`config.mk`:
```
export PLATFORM = sky130hd
export DESIGN_NAME = swap_slot_bitmap_allocator_top
export DESIGN_NICKNAME = d
export VERILOG_FILES = /design/src/sv/ssba_pkg.sv /design/src/sv/ssba_front.sv /design/src/sv/ssba_cmd_queue.sv /design/src/sv/ssba_back.sv /design/src/sv/swap_slot_bitmap_allocator_top.sv
export SDC_FILE = /design/constraint.sdc
export NUM_CORES = 2
export LEC_CHECK = 0
export ABC_CLOCK_PERIOD_IN_PS = 9150
export BUFFER_PORTS_ARGS = -buffer_cell sky130_fd_sc_hd__buf_2
export CAP_MARGIN = 20
export CELL_PAD_IN_SITES_DETAIL_PLACEMENT = 1
export CELL_PAD_IN_SITES_GLOBAL_PLACEMENT = 1
export CORE_MARGIN = 4
export CORE_UTILIZATION = 45
export DETAILED_ROUTE_END_ITERATION = 16
export MAX_ROUTING_LAYER = met4
export PLACE_DENSITY_LB_ADDON = 0.1
export SLEW_MARGIN = 10
export SYNTH_ARGS = -nofsm -noshare
export SYNTH_HDL_FRONTEND = slang
export SYNTH_HIERARCHICAL = 1
export SYNTH_SLANG_ARGS = --single-unit
export TNS_END_PERCENT = 20
```
`constraint.sdc`:
```
create_clock -name clock -period 9.15 [get_ports clock]
set_input_delay 0.915 -clock clock [delete_from_list [all_inputs] [get_ports clock]]
set_output_delay 0.915 -clock clock [all_outputs]
set_load 0.02 [all_outputs]
```
`src/sv/ssba_pkg.sv`:
```
// ----------------------------------------------------------------------------
// Swap slot allocator package
// Shared types, constants and state codes for the first-fit swap slot
// allocator: request and response records, queue commands and sizes.
// ----------------------------------------------------------------------------
package ssba_pkg;

   // Sizes of the slot space and the occupancy bitmap.
   localparam int MAX_SLOTS    = 1024;
   localparam int SLOT_SECTORS = 8;
   localparam int WORD_W       = 32;
   localparam int WORDS        = MAX_SLOTS / WORD_W;
   localparam int WBIT_W       = $clog2(WORD_W);
   localparam int WADDR_W      = $clog2(WORDS);

   // Field widths.
   localparam int ACTION_W = 2;
   localparam int SLOT_W   = 10;
   localparam int STATUS_W = 2;
   localparam int SECTOR_W = 13;
   localparam int CNT_W    = 11;
   localparam int OFF_W    = $clog2(SLOT_SECTORS + 1);

   // Depth of the command queue between front and back.
   localparam int CMDQ_DEPTH = 2;
   localparam int CMDQ_PTR_W = $clog2(CMDQ_DEPTH);
   localparam int CMDQ_CNT_W = $clog2(CMDQ_DEPTH + 1);

   // Request action codes.
   localparam logic [ACTION_W-1:0] ACT_SWAP_OUT = 2'd0;
   localparam logic [ACTION_W-1:0] ACT_SWAP_IN  = 2'd1;
   localparam logic [ACTION_W-1:0] ACT_RELEASE  = 2'd2;

   // Response status codes.
   localparam logic [STATUS_W-1:0] ST_OK       = 2'd0;
   localparam logic [STATUS_W-1:0] ST_NO_FREE  = 2'd1;
   localparam logic [STATUS_W-1:0] ST_NOT_HELD = 2'd2;
   localparam logic [STATUS_W-1:0] ST_RANGE    = 2'd3;

   // Slot count after reset.
   localparam logic [CNT_W-1:0] SLOT_LIMIT_RST = 11'd1024;

   typedef struct packed {
      logic [ACTION_W-1:0] action;
      logic [SLOT_W-1:0]   slot;
      logic                slot_held;
   } req_type;

   typedef struct packed {
      logic [STATUS_W-1:0] status;
      logic [SLOT_W-1:0]   slot_index;
      logic [SECTOR_W-1:0] sector;
      logic                sector_valid;
      logic                is_write;
      logic                last;
   } rsp_type;

   // Work items handed from the front to the back.
   typedef enum logic [1:0] {
      CMD_ALLOC,
      CMD_READ,
      CMD_FREE,
      CMD_REPORT
   } cmd_kind_type;

   typedef struct packed {
      cmd_kind_type        kind;
      logic [STATUS_W-1:0] status;
      logic [SLOT_W-1:0]   slot;
   } cmd_type;

   typedef enum logic [2:0] {
      BK_IDLE,
      BK_SCAN,
      BK_EMIT,
      BK_CLEAR,
      BK_REPORT
   } back_state_type;

endpackage

```
`src/sv/ssba_front.sv`:
```
// ----------------------------------------------------------------------------
// Swap slot allocator front end
// Accepts requests, sorts them into back-end commands and settles the
// held-slot and range checks of swap in and release.
// ----------------------------------------------------------------------------
module ssba_front (
   input  logic                      clock,
   input  logic                      reset,
   input  logic                      start,
   output logic                      busy,
   input  ssba_pkg::req_type         req_data,
   input  logic [ssba_pkg::CNT_W-1:0] act_cnt,
   output logic                      push,
   output ssba_pkg::cmd_type         push_cmd,
   input  logic                      q_full
);

   logic              fr_vld_ff, fr_vld_in;
   ssba_pkg::cmd_type fr_cmd_ff, fr_cmd_in;
   ssba_pkg::cmd_type cls_cmd;
   logic              cls_keep;
   logic              accept;
   logic              in_range;

   // The holding register moves into the queue whenever the queue has room.
   assign push     = fr_vld_ff && !q_full;
   assign push_cmd = fr_cmd_ff;
   assign busy     = fr_vld_ff && q_full;
   assign accept   = start && !busy;

   // Classify the request.
   always_comb begin
      in_range       = ssba_pkg::CNT_W'(req_data.slot) < act_cnt;
      cls_keep       = 1'b1;
      cls_cmd.kind   = ssba_pkg::CMD_REPORT;
      cls_cmd.status = ssba_pkg::ST_OK;
      cls_cmd.slot   = '0;
      case (req_data.action)
         ssba_pkg::ACT_SWAP_OUT: begin
            cls_cmd.kind = ssba_pkg::CMD_ALLOC;
         end
         ssba_pkg::ACT_SWAP_IN: begin
            if (!req_data.slot_held) begin
               cls_cmd.status = ssba_pkg::ST_NOT_HELD;
            end else if (!in_range) begin
               cls_cmd.status = ssba_pkg::ST_RANGE;
               cls_cmd.slot   = req_data.slot;
            end else begin
               cls_cmd.kind = ssba_pkg::CMD_READ;
               cls_cmd.slot = req_data.slot;
            end
         end
         ssba_pkg::ACT_RELEASE: begin
            if (!req_data.slot_held) begin
               cls_cmd.status = ssba_pkg::ST_OK;
            end else if (!in_range) begin
               cls_cmd.status = ssba_pkg::ST_RANGE;
               cls_cmd.slot   = req_data.slot;
            end else begin
               cls_cmd.kind = ssba_pkg::CMD_FREE;
               cls_cmd.slot = req_data.slot;
            end
         end
         default: begin
            // The unused action code is dropped without a response.
            cls_keep = 1'b0;
         end
      endcase
   end

   // Next value of the holding register.
   always_comb begin
      fr_vld_in = fr_vld_ff && !push;
      fr_cmd_in = fr_cmd_ff;
      if (accept) begin
         fr_vld_in = cls_keep;
         fr_cmd_in = cls_cmd;
      end
   end

   always_ff @(posedge clock) begin
      if (reset) begin
         fr_vld_ff <= 1'b0;
      end else begin
         fr_vld_ff <= fr_vld_in;
      end
   end

   always_ff @(posedge clock) begin
      fr_cmd_ff <= fr_cmd_in;
   end

endmodule

```
`src/sv/ssba_cmd_queue.sv`:
```
// ----------------------------------------------------------------------------
// Swap slot allocator command queue
// Short first-in first-out queue of commands between the front end and the
// back end.
// ----------------------------------------------------------------------------
module ssba_cmd_queue (
   input  logic              clock,
   input  logic              reset,
   input  logic              push,
   input  ssba_pkg::cmd_type push_cmd,
   output logic              full,
   input  logic              pop,
   output logic              q_vld,
   output ssba_pkg::cmd_type q_cmd
);

   ssba_pkg::cmd_type                   slot_q_ff [ssba_pkg::CMDQ_DEPTH];
   logic [ssba_pkg::CMDQ_PTR_W-1:0]     wr_ptr_ff, wr_ptr_in;
   logic [ssba_pkg::CMDQ_PTR_W-1:0]     rd_ptr_ff, rd_ptr_in;
   logic [ssba_pkg::CMDQ_CNT_W-1:0]     cnt_ff, cnt_in;
   logic                                do_push, do_pop;

   assign full    = cnt_ff == ssba_pkg::CMDQ_CNT_W'(ssba_pkg::CMDQ_DEPTH);
   assign q_vld   = cnt_ff != '0;
   assign q_cmd   = slot_q_ff[rd_ptr_ff];
   assign do_push = push && !full;
   assign do_pop  = pop && q_vld;

   // Pointer and fill count update.
   always_comb begin
      wr_ptr_in = wr_ptr_ff;
      rd_ptr_in = rd_ptr_ff;
      cnt_in    = cnt_ff;
      if (do_push) begin
         wr_ptr_in = (wr_ptr_ff == ssba_pkg::CMDQ_PTR_W'(ssba_pkg::CMDQ_DEPTH - 1)) ?
                     '0 : wr_ptr_ff + 1'b1;
      end
      if (do_pop) begin
         rd_ptr_in = (rd_ptr_ff == ssba_pkg::CMDQ_PTR_W'(ssba_pkg::CMDQ_DEPTH - 1)) ?
                     '0 : rd_ptr_ff + 1'b1;
      end
      if (do_push && !do_pop) begin
         cnt_in = cnt_ff + 1'b1;
      end else if (do_pop && !do_push) begin
         cnt_in = cnt_ff - 1'b1;
      end
   end

   always_ff @(posedge clock) begin
      if (reset) begin
         wr_ptr_ff <= '0;
         rd_ptr_ff <= '0;
         cnt_ff    <= '0;
      end else begin
         wr_ptr_ff <= wr_ptr_in;
         rd_ptr_ff <= rd_ptr_in;
         cnt_ff    <= cnt_in;
      end
   end

   // Entry storage.
   always_ff @(posedge clock) begin
      if (do_push) begin
         slot_q_ff[wr_ptr_ff] <= push_cmd;
      end
   end

endmodule

```
`src/sv/ssba_back.sv`:
```
// ----------------------------------------------------------------------------
// Swap slot allocator back end
// Owns the occupancy bitmap, scans it word by word for the lowest free
// slot, and issues the sector transfers and single-line responses.
// ----------------------------------------------------------------------------
module ssba_back (
   input  logic                       clock,
   input  logic                       reset,
   input  logic [ssba_pkg::CNT_W-1:0] act_cnt,
   input  logic                       q_vld,
   input  ssba_pkg::cmd_type          q_cmd,
   output logic                       pop,
   output logic                       rsp_valid,
   output ssba_pkg::rsp_type          rsp_data
);

   // Bitmap memory, one word per group of slots, plus a written flag per word.
   logic [ssba_pkg::WORD_W-1:0]  bmp_mem [ssba_pkg::WORDS];
   logic [ssba_pkg::WORDS-1:0]   word_vld_ff;
   logic [ssba_pkg::WORD_W-1:0]  rd_data_ff;
   logic                         rd_vld_ff;
   logic                         rd_en;
   logic [ssba_pkg::WADDR_W-1:0] rd_addr;
   logic                         wr_en;
   logic [ssba_pkg::WADDR_W-1:0] wr_addr;
   logic [ssba_pkg::WORD_W-1:0]  wr_data;
   logic [ssba_pkg::WORD_W-1:0]  word_eff;

   ssba_pkg::back_state_type     state_ff, state_in;
   ssba_pkg::cmd_type            cur_ff, cur_in;
   logic [ssba_pkg::WADDR_W-1:0] w_ff, w_in;
   logic [ssba_pkg::OFF_W-1:0]   off_ff, off_in;
   logic                         rsp_vld_ff, rsp_vld_in;
   ssba_pkg::rsp_type            rsp_ff, rsp_in;

   logic [ssba_pkg::WORD_W-1:0]  free_mask;
   logic                         free_any;
   logic [ssba_pkg::WBIT_W-1:0]  free_bit;
   logic                         more_words;
   logic [ssba_pkg::WADDR_W-1:0] cur_word;
   logic [ssba_pkg::WBIT_W-1:0]  cur_bit;
   logic                         off_last;

   assign rsp_valid = rsp_vld_ff;
   assign rsp_data  = rsp_ff;

   // A word never written reads as all free.
   assign word_eff = rd_vld_ff ? rd_data_ff : '0;
   assign cur_word = ssba_pkg::WADDR_W'(cur_ff.slot >> ssba_pkg::WBIT_W);
   assign cur_bit  = cur_ff.slot[ssba_pkg::WBIT_W-1:0];
   assign off_last = off_ff == ssba_pkg::OFF_W'(ssba_pkg::SLOT_SECTORS - 1);

   // Free slots of the scanned word that lie below the active count.
   always_comb begin
      for (int b = 0; b < ssba_pkg::WORD_W; b++) begin
         free_mask[b] = !word_eff[b] &&
                        (ssba_pkg::CNT_W'({w_ff, ssba_pkg::WBIT_W'(b)}) < act_cnt);
      end
   end

   // Lowest free slot of the word.
   always_comb begin
      free_bit = '0;
      for (int b = ssba_pkg::WORD_W - 1; b >= 0; b--) begin
         if (free_mask[b]) begin
            free_bit = ssba_pkg::WBIT_W'(b);
         end
      end
   end

   assign free_any   = |free_mask;
   assign more_words = (ssba_pkg::CNT_W'({1'b0, w_ff} + 1'b1) << ssba_pkg::WBIT_W) < act_cnt;

   // Sequencer: next state, memory accesses and responses.
   always_comb begin
      state_in   = state_ff;
      cur_in     = cur_ff;
      w_in       = w_ff;
      off_in     = off_ff;
      pop        = 1'b0;
      rd_en      = 1'b0;
      rd_addr    = '0;
      wr_en      = 1'b0;
      wr_addr    = cur_word;
      wr_data    = word_eff;
      rsp_vld_in = 1'b0;
      rsp_in     = '0;
      case (state_ff)
         ssba_pkg::BK_IDLE: begin
            if (q_vld) begin
               pop    = 1'b1;
               cur_in = q_cmd;
               w_in   = '0;
               off_in = '0;
               case (q_cmd.kind)
                  ssba_pkg::CMD_ALLOC: begin
                     if (act_cnt == '0) begin
                        cur_in.status = ssba_pkg::ST_NO_FREE;
                        cur_in.slot   = '0;
                        state_in      = ssba_pkg::BK_REPORT;
                     end else begin
                        rd_en    = 1'b1;
                        rd_addr  = '0;
                        state_in = ssba_pkg::BK_SCAN;
                     end
                  end
                  ssba_pkg::CMD_READ: begin
                     state_in = ssba_pkg::BK_EMIT;
                  end
                  ssba_pkg::CMD_FREE: begin
                     rd_en    = 1'b1;
                     rd_addr  = ssba_pkg::WADDR_W'(q_cmd.slot >> ssba_pkg::WBIT_W);
                     state_in = ssba_pkg::BK_CLEAR;
                  end
                  default: begin
                     state_in = ssba_pkg::BK_REPORT;
                  end
               endcase
            end
         end
         ssba_pkg::BK_SCAN: begin
            // One bitmap word per cycle; the next read is issued alongside.
            if (free_any) begin
               wr_en       = 1'b1;
               wr_addr     = w_ff;
               wr_data     = word_eff | (ssba_pkg::WORD_W'(1) << free_bit);
               cur_in.slot = ssba_pkg::SLOT_W'({w_ff, free_bit});
               state_in    = ssba_pkg::BK_EMIT;
            end else if (more_words) begin
               w_in    = w_ff + 1'b1;
               rd_en   = 1'b1;
               rd_addr = w_ff + 1'b1;
            end else begin
               cur_in.status = ssba_pkg::ST_NO_FREE;
               cur_in.slot   = '0;
               state_in      = ssba_pkg::BK_REPORT;
            end
         end
         ssba_pkg::BK_EMIT: begin
            // One sector transfer per cycle.
            rsp_vld_in          = 1'b1;
            rsp_in.status       = ssba_pkg::ST_OK;
            rsp_in.slot_index   = cur_ff.slot;
            rsp_in.sector       = ssba_pkg::SECTOR_W'(ssba_pkg::SECTOR_W'(cur_ff.slot) *
                                  ssba_pkg::SECTOR_W'(ssba_pkg::SLOT_SECTORS)) +
                                  ssba_pkg::SECTOR_W'(off_ff);
            rsp_in.sector_valid = 1'b1;
            rsp_in.is_write     = cur_ff.kind == ssba_pkg::CMD_ALLOC;
            rsp_in.last         = off_last;
            off_in              = off_ff + 1'b1;
            if (off_last) begin
               if (cur_ff.kind == ssba_pkg::CMD_READ) begin
                  rd_en    = 1'b1;
                  rd_addr  = cur_word;
                  state_in = ssba_pkg::BK_CLEAR;
               end else begin
                  state_in = ssba_pkg::BK_IDLE;
               end
            end
         end
         ssba_pkg::BK_CLEAR: begin
            // Free the slot; a release reports in the same cycle.
            wr_en   = 1'b1;
            wr_addr = cur_word;
            wr_data = word_eff & ~(ssba_pkg::WORD_W'(1) << cur_bit);
            if (cur_ff.kind == ssba_pkg::CMD_FREE) begin
               rsp_vld_in        = 1'b1;
               rsp_in.status     = ssba_pkg::ST_OK;
               rsp_in.slot_index = cur_ff.slot;
               rsp_in.last       = 1'b1;
            end
            state_in = ssba_pkg::BK_IDLE;
         end
         ssba_pkg::BK_REPORT: begin
            rsp_vld_in        = 1'b1;
            rsp_in.status     = cur_ff.status;
            rsp_in.slot_index = cur_ff.slot;
            rsp_in.last       = 1'b1;
            state_in          = ssba_pkg::BK_IDLE;
         end
         default: begin
            state_in = ssba_pkg::BK_IDLE;
         end
      endcase
   end

   // Control registers.
   always_ff @(posedge clock) begin
      if (reset) begin
         state_ff   <= ssba_pkg::BK_IDLE;
         rsp_vld_ff <= 1'b0;
      end else begin
         state_ff   <= state_in;
         rsp_vld_ff <= rsp_vld_in;
      end
   end

   // Payload registers.
   always_ff @(posedge clock) begin
      cur_ff <= cur_in;
      w_ff   <= w_in;
      off_ff <= off_in;
      rsp_ff <= rsp_in;
   end

   // Written flags: a word reads as free until its first write.
   always_ff @(posedge clock) begin
      if (reset) begin
         word_vld_ff <= '0;
      end else if (wr_en) begin
         word_vld_ff[wr_addr] <= 1'b1;
      end
   end

   // Bitmap memory write port.
   always_ff @(posedge clock) begin
      if (wr_en) begin
         bmp_mem[wr_addr] <= wr_data;
      end
   end

   // Bitmap memory registered read port.
   always_ff @(posedge clock) begin
      if (rd_en) begin
         rd_data_ff <= bmp_mem[rd_addr];
         rd_vld_ff  <= word_vld_ff[rd_addr];
      end
   end

endmodule

```
`src/sv/swap_slot_bitmap_allocator_top.sv`:
```
// ----------------------------------------------------------------------------
// Swap slot bitmap allocator
// First-fit swap slot allocator: hands out the lowest free slot, streams
// the sector addresses of a slot on swap out and swap in, and frees slots.
// ----------------------------------------------------------------------------
//
//  Channel   Ports                         Transfer
//  request   start, busy, req_data         start high while busy low
//  response  rsp_valid, rsp_data           each response valid for a single cycle, no stall
//  config    csr_we, csr_wdata             csr_we high, no wait
//
// A swap out is dispatched, then scans the bitmap for the lowest free
// slot one 32-slot word at a time (up to 32 words) and streams eight
// sector responses. A swap in streams eight sector responses and then
// frees the slot; a release or an error gets a single response. Requests
// pass a holding register and a two-entry queue, so busy rises only when
// both are full. Reset is synchronous; the bitmap reads as all free right
// after reset. Responses cannot be held off by the receiver.
// ----------------------------------------------------------------------------
module swap_slot_bitmap_allocator_top (
   input  logic                       clock,
   input  logic                       reset,
   input  logic                       start,
   output logic                       busy,
   input  ssba_pkg::req_type          req_data,
   output logic                       rsp_valid,
   output ssba_pkg::rsp_type          rsp_data,
   input  logic                       csr_we,
   input  logic [ssba_pkg::CNT_W-1:0] csr_wdata
);

   logic [ssba_pkg::CNT_W-1:0] slot_limit_ff, slot_limit_in;
   logic [ssba_pkg::CNT_W-1:0] act_cnt;
   logic                       push;
   ssba_pkg::cmd_type          push_cmd;
   logic                       q_full;
   logic                       pop;
   logic                       q_vld;
   ssba_pkg::cmd_type          q_cmd;

   // Slot count register.
   assign slot_limit_in = csr_we ? csr_wdata : slot_limit_ff;

   always_ff @(posedge clock) begin
      if (reset) begin
         slot_limit_ff <= ssba_pkg::SLOT_LIMIT_RST;
      end else begin
         slot_limit_ff <= slot_limit_in;
      end
   end

   // Active count is limited to the size of the bitmap.
   assign act_cnt = (slot_limit_ff > ssba_pkg::CNT_W'(ssba_pkg::MAX_SLOTS)) ?
                    ssba_pkg::CNT_W'(ssba_pkg::MAX_SLOTS) : slot_limit_ff;

   ssba_front u_front (
      .clock    (clock),
      .reset    (reset),
      .start    (start),
      .busy     (busy),
      .req_data (req_data),
      .act_cnt  (act_cnt),
      .push     (push),
      .push_cmd (push_cmd),
      .q_full   (q_full)
   );

   ssba_cmd_queue u_queue (
      .clock    (clock),
      .reset    (reset),
      .push     (push),
      .push_cmd (push_cmd),
      .full     (q_full),
      .pop      (pop),
      .q_vld    (q_vld),
      .q_cmd    (q_cmd)
   );

   ssba_back u_back (
      .clock     (clock),
      .reset     (reset),
      .act_cnt   (act_cnt),
      .q_vld     (q_vld),
      .q_cmd     (q_cmd),
      .pop       (pop),
      .rsp_valid (rsp_valid),
      .rsp_data  (rsp_data)
   );

endmodule
```
After elaboration in Yosys (flattened, before gate mapping)
Memory sizes are Yosys's and may differ from the RTL's. A register that Yosys moved wholly into a read port is not among the register bits. Index checks and enable logic that the tools add are counted.

Output and inout bits: 30. Word-level logic and storage cells: 301. Memory bits (writable): 1052. Memories: 2. Bits in registers: 118. Bits of input ports: 28.

Reduce and logical (&&, ||, !) cells: 96. Multiplexer cells: 110. Add/subtract/negate cells: 8. Order comparisons: 38. Equality and inequality tests: 18. Shift operators: 2. Bitwise gates (word level): 4.

Memories: u_back.bmp_mem (depth 32, bits a word 32, read ports 1, clocked after memory_dff 1, wr ports 1, line ssba_back.sv:18) `logic [ssba_pkg::WORD_W-1:0] bmp_mem [ssba_pkg::WORDS];`; u_queue.slot_q_ff (depth 2, bits a word 14, read ports 1, clocked after memory_dff 1, wr ports 1, line ssba_cmd_queue.sv:17) `ssba_pkg::cmd_type slot_q_ff [ssba_pkg::CMDQ_DEPTH];`.

Operators by type and width (number): $lt 10x11->1 (33); $mux 5 (43); $mux 32 (2); $or 32x32->32 (2); $pmux 32 s2 (1); $shl 1x5->32 const A (2); $mux 12 (4); $pmux 12 s2 (2); $logic_and 1x1->1 (41); $logic_not 1->1 (37); $pmux 12 s3 (1); $and 32x32->32 (1); $not 32->32 (1); $reduce_or 32->1 (1); $mux 10 (3); $mux 1 (23); $mux 2 (11); $pmux 3 s3 (2); $mux 3 (5); $pmux 5 s3 (1); $add 13x4->13 (1); $lt 5x6->1 const B (2); $gt 11x11->1 const B (1); $logic_not 11->1 (1); 34 further kinds (55).

Longest topological paths before layout
Depth in word-level cells: 40. Gate-level depth with buffers: 20. Gate-level depth less buffers: 15.

By module
The synthesis kept the hierarchy.

By module, submodules not included: ssba_back (area each 47058.9 µm², seq. area each 33712.3 µm², cells each 3564, times used 1); ssba_cmd_queue (area each 1223.7 µm², seq. area each 940.9 µm², cells each 68, times used 1); ssba_front (area each 928.4 µm², seq. area each 440.4 µm², cells each 89, times used 1); swap_slot_bitmap_allocator_top (area each 460.4 µm², seq. area each 220.2 µm², cells each 47, times used 1).

Least setup slack after synthesis
Ideal clock, no wire load.

Path type: reg2reg. Start: register slot_limit_ff[10] (netlist name). End: memory u_back/bmp_mem[0][23] (netlist name) (data pin). Data required time: 8.696 ns. Setup slack: 4.144 ns. Path buffers: 3. Period minus slack after synthesis: 5.006 ns. Setup time: 0.454 ns. Arrival time: 4.552 ns. Stages on the path, launching flop included: 17. Cell sequence: dfxtp_1 > buf_2 > nor2b_1 > inv_1 > ha_1 > and4b_1 > buf_4 > o21ai_0 > o311ai_0 > or4b_1 > and3b_1 > o211ai_1 > a21oi_1 > o22a_1 > clkbuf_1 > nand3b_1 > o21ai_0.

Cells in the longest elaborated chain, start to end: 40. Elaborated cells between the ends (all ways): 103. Those cells by class: order compare: 33; shift: 1; mux: 35; bitwise: 1; reduce/logical: 33.

Ends and longest elaborated chain: start, declared (line swap_slot_bitmap_allocator_top.sv:32) `logic [ssba_pkg::CNT_W-1:0] slot_limit_ff, slot_limit_in;`; start signal, assigned (line swap_slot_bitmap_allocator_top.sv:46) `slot_limit_ff <= ssba_pkg::SLOT_LIMIT_RST;`; start signal, assigned (line swap_slot_bitmap_allocator_top.sv:48) `slot_limit_ff <= slot_limit_in;`; $gt 11x11->1 (*) (line swap_slot_bitmap_allocator_top.sv:53) `assign act_cnt = (slot_limit_ff > ssba_pkg::CNT_W'(ssba_pkg::MAX_SLOTS)) ?`; $mux 11 (*) (line swap_slot_bitmap_allocator_top.sv:53); via act_cnt (one bit) (line swap_slot_bitmap_allocator_top.sv:33) `logic [ssba_pkg::CNT_W-1:0] act_cnt;`; $lt 10x11->1 (line ssba_back.sv:57) `(ssba_pkg::CNT_W'({w_ff, ssba_pkg::WBIT_W'(b)}) < act_cnt);`; $logic_and 1x1->1 (line ssba_back.sv:56) `free_mask[b] = !word_eff[b] &&`; $mux 5 (32 in series) (line ssba_back.sv:65) `if (free_mask[b]) begin`; $shl 1x5->32 (line ssba_back.sv:126) `wr_data = word_eff | (ssba_pkg::WORD_W'(1) << free_bit);`; $or 32x32->32 (line ssba_back.sv:126); $mux 32 (*) (line ssba_back.sv:123) `if (free_any) begin`; $pmux 32 s2 (*) (line ssba_back.sv:88) `case (state_ff)`; via u_back.wr_data (one bit) (line ssba_back.sv:26) `logic [ssba_pkg::WORD_W-1:0] wr_data;`; end, declared (line ssba_back.sv:18).

The timed path passes the listed nets; every way through them passes the cells marked *.

Worst setup path after layout
Start: register slot_limit_ff[10] (netlist name). End: register u_back/rd_data_ff[20] (netlist name) (read register of u_back.bmp_mem) (data pin).

Cells in the longest elaborated chain, start to end: 7. Elaborated cells between the ends (all ways): 78. Those cells by class: order compare: 34; mux: 10; reduce/logical: 34.

Ends and longest elaborated chain: $gt 11x11->1 (*) (line swap_slot_bitmap_allocator_top.sv:53); $mux 11 (*) (line swap_slot_bitmap_allocator_top.sv:53); via act_cnt (one bit) (line swap_slot_bitmap_allocator_top.sv:33); $lt 10x11->1 / $logic_not 11->1 (equally long branches) (line ssba_back.sv:57, ssba_back.sv:97); $logic_and 1x1->1 / $mux 1 (equally long branches) (line ssba_back.sv:56, ssba_back.sv:97); $reduce_or 32->1 / $pmux 1 s2 (equally long branches) (line ssba_back.sv:71, ssba_back.sv:95); $mux 5 (tied with other cells) (line ssba_back.sv:123); $pmux 5 s3 / $pmux 1 s3 (equally long branches) (line ssba_back.sv:88); end, declared (line ssba_back.sv:20) `logic [ssba_pkg::WORD_W-1:0] rd_data_ff;`.

Marked as above. A chain may end at the register's enable or synchronous reset.

==> out/metrics.cfg <==
[finish]
area_delta_synth_final_pct = 14.0
instances_no_fill = 5421
fin_util_pct = 51.9
nNetsFinal = 3892
drive_above_1_share_pct = 12.2

[sta]
finalHoldViolCount = 0
setup_violations = 0
rsz0062_at_grt = no
tns_ns = 0
drv_slew = 0
worst-slew-pin-transition_ns = 1.22
fmax_mhz = 147
max-slew-margin-rel_pct = 18.4
finClkSkew_ns = 0.0437
min_period_over_period_pct = 74.3
period_needed_ns = 6.80

[global_routing]
overflow = 0
grtUsageTotal_pct = 29.1
antenna_found_initial = 7
grt_max_degree = 178
grt_pass1_vias = 33800
grt_pass1_wl_um = 239000

[critical_path]
cp_cell_sequence = nor2b_1 -> inv_1 -> ha_1 -> a21oi_1 -> o32ai_2 -> a311oi_1 -> a211oi_2 -> and3_1 -> a41oi_4 -> buf_12 -> mux2i_1 -> o22ai_1 -> a211oi_1 -> a22oi_1
reg2regPathDepth = 14
crit_required_ns = 9.58
rrSetupSlack_ns = 2.35
crit_arrival_ns = 7.23
path_depth = 14
critPathKind = reg2reg
reg2reg_from = slot_limit_ff[10]
critPathSlowestCell = a41oi_4
crit_path_end_kind = flop
cp_max_fo = 111
timing.rr.end = u_back/rd_data_ff[20]
cp_top_family = compound AO/OA/AOI/OAI gates
critical_path_buf_inv_count = 2
cp-start-kind = flop
cpPeakStageDelay_ns = 1.01

[die]
fp.dieW_um = 340
die_height_um = 340
start_util_pct = 45.5
design.core.area_mm2 = 0.109
ios = 58
die-area_mm2 = 0.116
num_rows = 121

[min_path]
holdCritStartpoint = csr_wdata[10]
hold_depth = 2
hold_end = slot_limit_ff[10]
hold_class = in2reg

[synthesis]
synth-xor-area-share_pct = 0.282
synth_compound_area_share_pct = 8.37
ys_async_sr_fraction_pct = 0
syn_avg_cell_area_um2 = 13.2
yosys.area_share.adder_pct = 0.801
muxShareOfSynthArea_pct = 3.33
seq_area_frac_synth_pct = 71.1
netlist_area_mm2 = 0.0497
synth_seq_cells = 1203
synth_edf_count = 1122
synthCells = 3768
syn_nets = 3827
ys_types = 95
ys_warn_count = 6
ys.flop_type = edfxtp_1
synth_top_family_by_area = simple AND/OR/NAND/NOR gates
yosys.area_share.simple_pct = 13.5

[drt]
wl_per_cell_um = 30.4
vias = 33000
wl_um = 165000
drc = 0
antenna_left = 0
drtPass1Iterations = 5
vias_per_cell = 6.08
drtIter0Drc = 3370

[job]
drv_cap = 0

[clock_tree]
clk_transition_reported_paths_ns = 0.06
cts.sinks = 1203
cts-htree-levels = 4
post_cts_buffers = 0
numCtsBuffers = 133
cts_buffer_depth = 3
cts-root-buf = clkbuf_16
tritoncts = done
clk_latency_ns = 0.74
cts-hold-fix-buffers = 0
post_cts_resize_count = 0

[power]
p_leak_nw = 19.6
vdd_drop_max_uv = 161
power.density_mw_per_mm2 = 264

[place]
gp_congestion = 0.889
dp_hpwl_um = 102000
io_buffer_count = 57
place_inst = 5166

[run_status]
status = finished clean

## cell usage in the layout (no fill, tap or decap), drive strengths merged, types with 14 or more instances in the layout
| master | instances |
|---|---|
| nor3 | 22 |
| o21ba | 32 |
| dfxtp | 81 |
| o221ai | 57 |
| clkinv | 40 |
| o21ai | 36 |
| nor2 | 116 |
| edfxtp | 1122 |
| inv | 43 |
| a21boi | 14 |
| o31ai | 14 |
| nand2 | 881 |
| a22o | 15 |
| ha | 31 |
| nand2b | 25 |
| clkbuf | 189 |
| buf | 155 |
| a21oi | 111 |
| mux2 | 17 |
| xor2 | 14 |
| and3 | 18 |
| mux2i | 146 |
| a22oi | 41 |
| nand4 | 78 |
| a31oi | 135 |
| nor2b | 32 |
| and2 | 24 |
| nand3 | 281 |
| o22ai | 27 |
## cell usage after synthesis, drive strengths merged, types with 57 or more instances
library cell / count / area share, %
a21oi: 111 / 1.1
nand4: 78 / 0.98
buf: 159 / 1.8
mux2i: 146 / 2.9
clkbuf: 67 / 0.51
nand2: 881 / 6.7
o221ai: 57 / 1.0
a31oi: 135 / 1.7
dfxtp: 81 / 3.3
nor2: 116 / 0.88
nand3: 281 / 2.9
edfxtp: 1122 / 68
## layout make-up
type / count / area [um2]
diodes: 3 / 7.51
clock buffers: 188 / 3770
clock inverters: 56 / 509
fillers: 10700 / 52500
inverters: 37 / 139
multi-input cells: 2302 / 13800
flip-flops and latches: 1203 / 35300
well taps: 1476 / 1850
repair buffers: 156 / 1260
## cells by family after synthesis
logic type | after synthesis
fa+ha+maj | 32
flops | 1203
mux | 163
xor+xnor | 16
compound gates | 577
simple gates | 1514
buf+inv | 263
## power breakdown
group | switching, mW | internal (mW)
Clock | 2.17 | 3.08
Sequential | 0.338 | 6.58
Combinational | 2.05 | 0.719
Total | 4.56 | 10.4
## state kept, by name (all words and copies together) (netlist names), 2 cells and up, named ones only
register and cells:
u_back/bmp_mem 1024, u_queue/slot_q_ff 28, u_back/rsp_data 28, u_front/push_cmd 14, u_queue/cnt_ff 2, u_back/off_ff 4
u_back/rd_data_ff 32, u_back/word_vld_ff 32, u_back/w_ff 5, u_back/state_ff 3, slot_limit_ff 11, u_back/cur_bit 5
u_back/cur_ff 9
## per-layer routing
metal	vias to the layer above	share of wire [%]	global-route usage (%)
met1	17300	43	39.4
li1	14300	-	-
met2	1167	48	46.3
met3	243	6.6	4.33
met4	0	2.6	8.42
met5	-	0	-
## through the flow
stage / worst slack (ns) / cell area [um2] / total power, mW / hold slack, ns
CTS: 2.46 / 56400 / 15.0 / 0.348
global route: 2.06 / 56600 / 15.5 / 0.373
detailed placement: 2.46 / 52200 / 9.74 / 0.437
global placement: 2.73 / 52100 / 9.67 / 0.429
finish: 2.35 / 56600 / 14.9 / 0.402
floorplan: 4.14 / 49700 / 8.38 / 0.421
## worst max path at each step
| stage | start | end | slack [ns] |
|---|---|---|---|
| after floorplan | slot_limit_ff[10] | u_back/bmp_mem[0][23] | 4.14 |
| after global placement | slot_limit_ff[10] | u_back/rd_data_ff[13] | 2.73 |
| after detailed placement | slot_limit_ff[10] | u_back/rd_data_ff[20] | 2.46 |
| after CTS | slot_limit_ff[10] | u_back/rd_data_ff[20] | 2.46 |
| after global routing | slot_limit_ff[10] | u_back/rd_data_ff[20] | 2.06 |
| final | slot_limit_ff[10] | u_back/rd_data_ff[20] | 2.35 |
Note: power is estimated with default switching activity, not from simulation.
